### config.mk
export PLATFORM = sky130hd
export DESIGN_NAME = spi_flash_command_planner_top
export DESIGN_NICKNAME = d
export VERILOG_FILES = /design/src/sfcp_pkg.sv /design/src/sfcp_csr.sv /design/src/sfcp_planner.sv /design/src/spi_flash_command_planner_top.sv
export SDC_FILE = /design/constraint.sdc
export NUM_CORES = 1
export LEC_CHECK = 0
export BUFFER_PORTS_ARGS = -buffer_cell sky130_fd_sc_hd__clkbuf_2
export CORE_MARGIN = 4
export CORE_UTILIZATION = 40
export DETAILED_ROUTE_END_ITERATION = 12
export SYNTH_ARGS = -nofsm -noshare
export SYNTH_HDL_FRONTEND = slang
export SYNTH_SLANG_ARGS = --single-unit
### constraint.sdc
create_clock -name clock -period 12.9 [get_ports clock]
set_input_delay 2.58 -clock clock [delete_from_list [all_inputs] [get_ports clock]]
set_output_delay 2.58 -clock clock [all_outputs]
set_load 0.02 [all_outputs]
### src/sfcp_pkg.sv
// Shared types and constants for the SPI flash command planner.
// No dependencies; imported by every module of the block.
`default_nettype none

package sfcp_pkg;

   localparam int PAGE_BYTES_DEFAULT   = 256;
   localparam int ADDRESS_BITS_DEFAULT = 24;

   typedef enum logic [1:0] {
      FUNC_WRITE = 2'd0,
      FUNC_ERASE = 2'd1,
      FUNC_NEXT  = 2'd2,
      FUNC_NONE  = 2'd3
   } func_type;

   typedef enum logic [2:0] {
      MODE_IDLE  = 3'b001,
      MODE_WRITE = 3'b010,
      MODE_ERASE = 3'b100
   } mode_type;

   localparam logic [1:0] REG_ERASE_SMALL  = 2'd0;
   localparam logic [1:0] REG_ERASE_MEDIUM = 2'd1;
   localparam logic [1:0] REG_ERASE_LARGE  = 2'd2;

   localparam logic [7:0] OP_PROGRAM          = 8'h02;
   localparam logic [7:0] ERASE_SMALL_RESET   = 8'd32;
   localparam logic [7:0] ERASE_MEDIUM_RESET  = 8'd82;
   localparam logic [7:0] ERASE_LARGE_RESET   = 8'd216;

   localparam logic [16:0] SIZE_SMALL  = 17'd4096;
   localparam logic [16:0] SIZE_MEDIUM = 17'd32768;
   localparam logic [16:0] SIZE_LARGE  = 17'd65536;

   localparam logic [24:0] BLOCKS_SMALL  = 25'd1;
   localparam logic [24:0] BLOCKS_MEDIUM = 25'd8;
   localparam logic [24:0] BLOCKS_LARGE  = 25'd16;

   typedef struct packed {
      logic [7:0] op_small;
      logic [7:0] op_medium;
      logic [7:0] op_large;
   } erase_cfg_type;

   typedef struct packed {
      logic        valid_res;
      logic [7:0]  opcode;
      logic [24:0] cmd_address;
      logic [16:0] chunk_bytes;
      logic [23:0] payload_offset;
      logic        device;
      logic        last;
   } result_type;

endpackage

`default_nettype wire

### src/sfcp_csr.sv
// APB-style register file holding the three erase opcodes.
// Depends on sfcp_pkg for register indexes and reset values.
`default_nettype none

module sfcp_csr (
   input  wire logic                  clock,
   input  wire logic                  reset,
   input  wire logic                  csr_psel,
   input  wire logic                  csr_penable,
   input  wire logic                  csr_pwrite,
   input  wire logic [3:0]            csr_paddr,
   input  wire logic [31:0]           csr_pwdata,
   output logic      [31:0]           csr_prdata,
   output logic                       csr_pready,
   output sfcp_pkg::erase_cfg_type    cfg
);
   import sfcp_pkg::*;

   logic [7:0] op_small_ff, op_small_in;
   logic [7:0] op_medium_ff, op_medium_in;
   logic [7:0] op_large_ff, op_large_in;
   logic       wr_en;
   logic [1:0] reg_index;

   assign wr_en      = csr_psel & csr_penable & csr_pwrite;
   assign reg_index  = csr_paddr[3:2];
   assign csr_pready = 1'b1;

   always_comb begin
      op_small_in  = op_small_ff;
      op_medium_in = op_medium_ff;
      op_large_in  = op_large_ff;
      if (wr_en) begin
         case (reg_index)
            REG_ERASE_SMALL:  op_small_in  = csr_pwdata[7:0];
            REG_ERASE_MEDIUM: op_medium_in = csr_pwdata[7:0];
            REG_ERASE_LARGE:  op_large_in  = csr_pwdata[7:0];
            default: ;
         endcase
      end
   end

   always_comb begin
      case (reg_index)
         REG_ERASE_SMALL:  csr_prdata = {24'd0, op_small_ff};
         REG_ERASE_MEDIUM: csr_prdata = {24'd0, op_medium_ff};
         REG_ERASE_LARGE:  csr_prdata = {24'd0, op_large_ff};
         default:          csr_prdata = 32'd0;
      endcase
   end

   always_ff @(posedge clock) begin
      if (reset) begin
         op_small_ff  <= ERASE_SMALL_RESET;
         op_medium_ff <= ERASE_MEDIUM_RESET;
         op_large_ff  <= ERASE_LARGE_RESET;
      end else begin
         op_small_ff  <= op_small_in;
         op_medium_ff <= op_medium_in;
         op_large_ff  <= op_large_in;
      end
   end

   assign cfg.op_small  = op_small_ff;
   assign cfg.op_medium = op_medium_ff;
   assign cfg.op_large  = op_large_ff;

endmodule

`default_nettype wire

### src/sfcp_planner.sv
// Plan state and next-command logic: at most one command per accepted transaction.
// Depends on sfcp_pkg; page size must be a power of two.
`default_nettype none

module sfcp_planner #(
   parameter int PAGE_BYTES   = sfcp_pkg::PAGE_BYTES_DEFAULT,
   parameter int ADDRESS_BITS = sfcp_pkg::ADDRESS_BITS_DEFAULT
) (
   input  wire logic                  clock,
   input  wire logic                  reset,
   input  wire logic                  accept,
   input  wire logic [1:0]            func,
   input  wire logic [23:0]           start_address,
   input  wire logic [24:0]           length,
   input  wire logic                  target_device,
   input  wire sfcp_pkg::erase_cfg_type cfg,
   output sfcp_pkg::result_type       result
);
   import sfcp_pkg::*;

   localparam int PB = $clog2(PAGE_BYTES);
   localparam int PW = PB + 1;
   localparam logic [23:0] ADDR_MASK = 24'((64'd1 << ADDRESS_BITS) - 64'd1);
   localparam logic [PW-1:0] PAGE_SPAN = PW'(PAGE_BYTES);

   mode_type    mode_ff, mode_in;
   logic [24:0] addr_ff, addr_in;
   logic [24:0] remain_ff, remain_in;
   logic [23:0] offset_ff, offset_in;
   logic        cs_ff, cs_in;

   func_type    func_t;
   mode_type    cur_mode;
   logic [24:0] cur_addr;
   logic [24:0] cur_remain;
   logic [23:0] cur_offset;
   logic        cur_cs;

   logic [24:0] start_addr;
   logic [25:0] last_byte;
   logic [13:0] erase_blocks;
   logic [PW-1:0] room;
   logic [16:0] chunk;
   logic [24:0] blocks;
   logic [7:0]  op;
   logic        emit;

   assign func_t       = func_type'(func);
   assign start_addr   = {1'b0, start_address & ADDR_MASK};
   assign last_byte    = {1'b0, start_addr} + {1'b0, length} - 26'd1;
   assign erase_blocks = last_byte[25:12] - {2'b0, start_addr[23:12]} + 14'd1;
   assign room         = PAGE_SPAN - {1'b0, cur_addr[PB-1:0]};

   always_comb begin
      cur_mode   = mode_ff;
      cur_addr   = addr_ff;
      cur_remain = remain_ff;
      cur_offset = offset_ff;
      cur_cs     = cs_ff;
      unique case (func_t)
         FUNC_WRITE, FUNC_ERASE: begin
            cur_addr   = start_addr;
            cur_offset = 24'd0;
            cur_cs     = target_device;
            if (length == 25'd0) begin
               cur_mode   = MODE_IDLE;
               cur_remain = 25'd0;
            end else if (func_t == FUNC_WRITE) begin
               cur_mode   = MODE_WRITE;
               cur_remain = length;
            end else begin
               cur_mode   = MODE_ERASE;
               cur_remain = {11'd0, erase_blocks};
            end
         end
         FUNC_NEXT, FUNC_NONE: ;
      endcase
   end

   // idle mode always goes with nothing remaining, so the mode and func alone gate emission
   assign emit = (func_t != FUNC_NONE) && (cur_mode != MODE_IDLE);

   always_comb begin
      chunk  = 17'd0;
      blocks = 25'd0;
      op     = OP_PROGRAM;
      if (cur_mode == MODE_WRITE) begin
         chunk  = (25'(room) >= cur_remain) ? cur_remain[16:0] : 17'(room);
         blocks = 25'(chunk);
      end else begin
         priority if (cur_remain >= BLOCKS_LARGE) begin
            op = cfg.op_large;  chunk = SIZE_LARGE;  blocks = BLOCKS_LARGE;
         end else if (cur_remain >= BLOCKS_MEDIUM) begin
            op = cfg.op_medium; chunk = SIZE_MEDIUM; blocks = BLOCKS_MEDIUM;
         end else begin
            op = cfg.op_small;  chunk = SIZE_SMALL;  blocks = BLOCKS_SMALL;
         end
      end
   end

   always_comb begin
      mode_in   = cur_mode;
      addr_in   = cur_addr;
      remain_in = cur_remain;
      offset_in = cur_offset;
      cs_in     = cur_cs;
      result    = '0;
      if (emit) begin
         remain_in = cur_remain - blocks;
         addr_in   = cur_addr + 25'(chunk);
         if (cur_mode == MODE_WRITE) begin
            offset_in = cur_offset + 24'(chunk);
         end
         if (remain_in == 25'd0) begin
            mode_in = MODE_IDLE;
         end
         result.valid_res      = 1'b1;
         result.opcode         = op;
         result.cmd_address    = cur_addr;
         result.chunk_bytes    = chunk;
         result.payload_offset = (cur_mode == MODE_WRITE) ? cur_offset : 24'd0;
         result.device         = cur_cs;
         result.last           = (remain_in == 25'd0);
      end
   end

   always_ff @(posedge clock) begin
      if (reset) begin
         mode_ff   <= MODE_IDLE;
         addr_ff   <= 25'd0;
         remain_ff <= 25'd0;
         offset_ff <= 24'd0;
         cs_ff     <= 1'b0;
      end else if (accept) begin
         mode_ff   <= mode_in;
         addr_ff   <= addr_in;
         remain_ff <= remain_in;
         offset_ff <= offset_in;
         cs_ff     <= cs_in;
      end
   end

endmodule

`default_nettype wire

### src/spi_flash_command_planner_top.sv
// Top level of the SPI flash command planner: register file, planner, result register.
// Depends on sfcp_pkg, sfcp_csr and sfcp_planner.
`default_nettype none

// Every request transaction yields exactly one response transaction, the next cycle:
// the planner updates its plan state and forms the command in the same cycle the
// request is taken, and the command lands in a single result register. A new request
// is taken every cycle unless a response is waiting and the consumer stalls.
// Start requests (write or erase) open a plan and return its first command; next
// requests return the following commands, with valid_res 0 once no plan is pending.
// Erase opcodes must be programmed via the register port while idle; it is unchecked.
module spi_flash_command_planner_top #(
   parameter int PAGE_BYTES   = sfcp_pkg::PAGE_BYTES_DEFAULT,
   parameter int ADDRESS_BITS = sfcp_pkg::ADDRESS_BITS_DEFAULT
) (
   input  wire logic        clock,
   input  wire logic        reset,
   input  wire logic        req_valid,
   output logic             req_stall,
   input  wire logic [1:0]  req_func,
   input  wire logic [23:0] req_start_address,
   input  wire logic [24:0] req_length,
   input  wire logic        req_target_device,
   output logic             rsp_valid,
   input  wire logic        rsp_stall,
   output logic             rsp_valid_res,
   output logic [7:0]       rsp_opcode,
   output logic [24:0]      rsp_cmd_address,
   output logic [16:0]      rsp_chunk_bytes,
   output logic [23:0]      rsp_payload_offset,
   output logic             rsp_device,
   output logic             rsp_last,
   input  wire logic        csr_psel,
   input  wire logic        csr_penable,
   input  wire logic        csr_pwrite,
   input  wire logic [3:0]  csr_paddr,
   input  wire logic [31:0] csr_pwdata,
   output logic [31:0]      csr_prdata,
   output logic             csr_pready
);
   import sfcp_pkg::*;

   erase_cfg_type cfg;
   result_type    result;
   result_type    rsp_ff, rsp_in;
   logic          rsp_valid_ff, rsp_valid_in;
   logic          accept;

   assign req_stall = rsp_valid_ff & rsp_stall;
   assign accept    = req_valid & ~req_stall;

   sfcp_csr u_csr (
      .clock       (clock),
      .reset       (reset),
      .csr_psel    (csr_psel),
      .csr_penable (csr_penable),
      .csr_pwrite  (csr_pwrite),
      .csr_paddr   (csr_paddr),
      .csr_pwdata  (csr_pwdata),
      .csr_prdata  (csr_prdata),
      .csr_pready  (csr_pready),
      .cfg         (cfg)
   );

   sfcp_planner #(
      .PAGE_BYTES   (PAGE_BYTES),
      .ADDRESS_BITS (ADDRESS_BITS)
   ) u_planner (
      .clock         (clock),
      .reset         (reset),
      .accept        (accept),
      .func          (req_func),
      .start_address (req_start_address),
      .length        (req_length),
      .target_device (req_target_device),
      .cfg           (cfg),
      .result        (result)
   );

   assign rsp_valid_in = accept | (rsp_valid_ff & rsp_stall);
   assign rsp_in       = accept ? result : rsp_ff;

   always_ff @(posedge clock) begin
      if (reset) begin
         rsp_valid_ff <= 1'b0;
      end else begin
         rsp_valid_ff <= rsp_valid_in;
      end
   end

   always_ff @(posedge clock) begin
      rsp_ff <= rsp_in;
   end

   assign rsp_valid          = rsp_valid_ff;
   assign rsp_valid_res      = rsp_ff.valid_res;
   assign rsp_opcode         = rsp_ff.opcode;
   assign rsp_cmd_address    = rsp_ff.cmd_address;
   assign rsp_chunk_bytes    = rsp_ff.chunk_bytes;
   assign rsp_payload_offset = rsp_ff.payload_offset;
   assign rsp_device         = rsp_ff.device;
   assign rsp_last           = rsp_ff.last;

`ifndef ASSERT_OFF
   a_stall_needs_rsp: assert property (@(posedge clock) disable iff (reset)
      req_stall |-> rsp_valid)
      else $error("request stalled with no response pending");

   a_accept_gives_rsp: assert property (@(posedge clock) disable iff (reset)
      (req_valid && !req_stall) |=> rsp_valid)
      else $error("accepted request produced no response");

   a_empty_rsp_zero: assert property (@(posedge clock) disable iff (reset)
      (rsp_valid && !rsp_valid_res) |-> (rsp_opcode == 8'd0 && rsp_cmd_address == 25'd0
         && rsp_chunk_bytes == 17'd0 && rsp_payload_offset == 24'd0
         && !rsp_device && !rsp_last))
      else $error("empty response carries nonzero fields");

   a_cmd_has_size: assert property (@(posedge clock) disable iff (reset)
      (rsp_valid && rsp_valid_res) |-> (rsp_chunk_bytes != 17'd0))
      else $error("command with zero size");
`endif

endmodule

`default_nettype wire
==> reports/results.tsv <==
metric	value	unit
htreeDepth	4	
core_area	0.0337	mm^2
clock_skew	0.0108	ns
routed_wl	39800	um
leakagePower	6.95	nW
grt_pass1_vias	11800	
status	finished clean	
syn_avg_cell_area	8.14	um^2
chipHeight	193	um
cts_buffers	17	
place_area	0.0150	mm^2
period_minus_slack	12.07	ns
cp-startpoint	req_length[8]	
io_buffers	155	
yosys.area_share.simple	0.206	
netlist_instances	1689	
cp_max_fo	7	
fp-row-count	67	
critPathLaunchType	input pin	
final_cell_area	0.0155	mm^2
ys_types	79	
max_freq	82.8	MHz
dieArea	0.0374	mm^2
tightest_slew	0.891	ns
dp_slack	0.549	ns
cts-root-buf	clkbuf_16	
cp.arrival	12.39	ns
critPathKind	input pin to register	
r2r_cells	30	
cp_common_cell	ha_1	
initialDrtViolationCount	926	
synthAdderAreaFrac	0.123	
muxShareOfSynthArea	0.0404	
drc_errors	0	
cts_setup_buffers	0	
hold_viol_final	0	
ctsResizeCount	0	
dp_hpwl	30000	um
drive_gt1_frac	0.128	
syn_to_final_growth	13.1	%
ys.flop_type	dfxtp_1	
antenna_cells	0	
viasPerCell	5.42	
ys_ff_latch	180	
p_per_area	127	mW/mm^2
grt_max_degree	101	
required	13.22	ns
setup_tns	0	ns
clk_latency	0.45	ns
vdd_drop_max	0.000111	V
die_w	193	um
yosysWarnings	0	
gr-total-overflow	0	
slew_headroom	0.401	
start_util	0.408	
hold_path.class	register to register	
fill_cells	3398	
place.gp.congestion	0.923	
synth_compound_area_frac	0.189	
synth_xor_area_frac	0.0446	
antenna_left	0	
drtPass1Iterations	5	
netlist_area	0.0138	mm^2
setup_viol	0	
rsz0062_at_grt	false	
period_share	0.936	
r2r-start	u_planner.addr_ff[1]	
ys_seq_area_frac	0.318	
num_vias	12400	
antenna_found_initial	0	
io_pins	207	
cts_num_sinks	180	
grt_usage	0.208	
nets	2057	
synth_edf_count	77	
finalWorstSetupSlack	0.828	ns
drv_slew	0	
clk_path_buf_depth	2	
wire_per_inst	17.4	um
cts_hold_buf	0	
endpoint_kind	register	
clkTransAtPathRegs	0.07	ns
cts_tree	yes	
worstHoldPathCells	2	
slowest_delay	0.47	ns
hold_ws	0.451	ns
maxCapViolCount	0	
slowest_stage	o21ai_0	
hold_start	u_planner.remain_ff[17]	
async_flop_share	0	
synth_top_family_by_area	simple AND/OR/NAND/NOR gates	
grt_pass1_wl	63700	um
-- kinds of logic after synthesis --
| kind of cell | count (synthesis) |
|---|---|
| XOR/XNOR | 70 |
| other | 2 |
| AO/OA/AOI/OAI | 379 |
| adder cells (fa/ha/maj) | 133 |
| multiplexers | 55 |
| buffers and inverters | 259 |
| AND/OR/NAND/NOR | 611 |
| flip-flops | 180 |
-- sequential cells by signal, indices dropped and copies added (netlist names) --
signal               flops
rsp_payload_offset      24
u_planner.addr_ff       25
rsp_opcode               8
rsp_chunk_bytes         17
u_planner.remain_ff     25
u_planner.mode_ff        3
u_csr.op_small_ff        8
rsp_last                 1
u_csr.op_medium_ff       8
rsp_device               1
u_csr.op_large_ff        8
rsp_valid_res            1
rsp_cmd_address         25
u_planner.offset_ff     24
rsp_valid                1
u_planner.cs_ff          1
-- layout make-up --
class	count	area, um^2	area share
clock buffer	17	425	0.0274
clock inverter	15	164	0.0105
inverter	159	602	0.0387
multi-input combinational	1294	8480	0.545
sequential	180	4370	0.281
tap	448	561	0.0361
timing repair buffer	177	946	0.0608
-- stage by stage --
step	cells	power (W)	utilization
final	2290	0.00197	0.461
after global routing	2290	0.00210	0.461
after CTS	2290	0.00197	0.461
after detailed placement	2258	0.00143	0.444
after global placement	2258	0.00142	0.444
after floorplan	1733	0.00124	-
-- critical path, delay by kind of cell --
kind / cells / cell delay, ns
XOR/XNOR: 1 / 0.13
adder cells (fa/ha/maj): 7 / 2.12
AO/OA/AOI/OAI: 17 / 4.63
buffers and inverters: 7 / 0.82
multiplexers: 3 / 0.88
AND/OR/NAND/NOR: 7 / 1.21
-- power by group --
| group | leakage (nW) | internal (W) | switching, W |
|---|---|---|---|
| combinational | 5.05 | 0.000301 | 0.000492 |
| sequential | 1.61 | 0.000630 | 0.0000162 |
| clock | 0.291 | 0.000276 | 0.000253 |
-- layer usage --
| metal | wire length (um) | track usage | vias to the layer above |
|---|---|---|---|
| met2 | 18400 | 0.342 | 396 |
| met1 | 18400 | 0.289 | 5806 |
| met4 | 836 | 0.0585 | 0 |
| met5 | 0 | 0 | - |
| met3 | 2150 | 0.0278 | 44 |
| li1 | - | - | 6162 |
-- placed cells by master (no fill, tap or decap), types with 6 or more instances in the layout --
cell type | netlist | routed
o2111ai_1 | 7 | 7
o21a_1 | 15 | 15
dfxtp_1 | 103 | 103
a211oi_1 | 31 | 31
a311oi_1 | 19 | 19
o211ai_1 | 10 | 10
or3_1 | 6 | 6
and2_1 | 52 | 51
conb_1 | 2 | 46
buf_4 | 25 | 24
a211o_1 | 13 | 13
clkbuf_2 | 0 | 153
a32oi_1 | 12 | 12
a21boi_0 | 8 | 8
edfxtp_1 | 77 | 77
nor2_1 | 211 | 211
nor2b_1 | 20 | 20
clkbuf_16 | 0 | 17
nor3_1 | 46 | 46
a22oi_1 | 15 | 15
a41oi_1 | 6 | 6
a21o_1 | 17 | 17
ha_1 | 129 | 129
a31oi_1 | 14 | 14
nor3b_1 | 6 | 6
xor2_1 | 18 | 18
a21oi_1 | 80 | 80
nand4_1 | 7 | 7
xnor2_1 | 52 | 52
o21ai_0 | 68 | 68
nand3_1 | 30 | 30
nor4_1 | 15 | 15
nand2b_1 | 12 | 12
o21ai_1 | 8 | 8
o31ai_1 | 13 | 12
mux2i_1 | 51 | 51
nand2_1 | 171 | 171
inv_1 | 156 | 156
-- synthesized netlist by cell type (5+ instances only) --
cell type	number	area (um^2)
and2_1	52	325
o21ai_0	68	340
o211ai_1	10	75.1
a31oi_1	14	87.6
nand3_1	30	150
o31ai_1	13	97.6
ha_1	129	1610
a311oi_1	19	166
a21o_1	17	128
a21boi_0	8	60.1
and3_1	5	31.3
nor4_1	15	93.8
buf_2	6	30.0
a22oi_1	15	113
a211o_1	13	114
xor2_1	18	158
nor3b_1	6	45.0
o21ai_1	8	40.0
buf_1	9	33.8
inv_1	156	586
clkbuf_1	60	225
edfxtp_1	77	2310
buf_4	25	188
mux2i_1	51	510
nand3b_1	5	37.5
o2111ai_1	7	61.3
o21a_1	15	113
nor3_1	46	230
a21oi_1	80	400
a41oi_1	6	52.6
nand2_1	171	642
nor2_1	211	792
a32oi_1	12	105
nand2b_1	12	75.1
nor2b_1	20	125
or2_2	5	31.3
or3_1	6	37.5
nand4_1	7	43.8
a211oi_1	31	233
xnor2_1	52	455
dfxtp_1	103	2060
-- path summary, 6_finish.rpt --
kind | endpoint | slack, ns
worst min-delay path | u_planner.remain_ff[17] | 0.45
worst max register to register | u_planner.addr_ff[20] | 5.53
worst min register to register | u_planner.remain_ff[17] | 0.45
worst max-delay path | u_planner.addr_ff[20] | 0.83
Power figures use the tool's default switching activity.
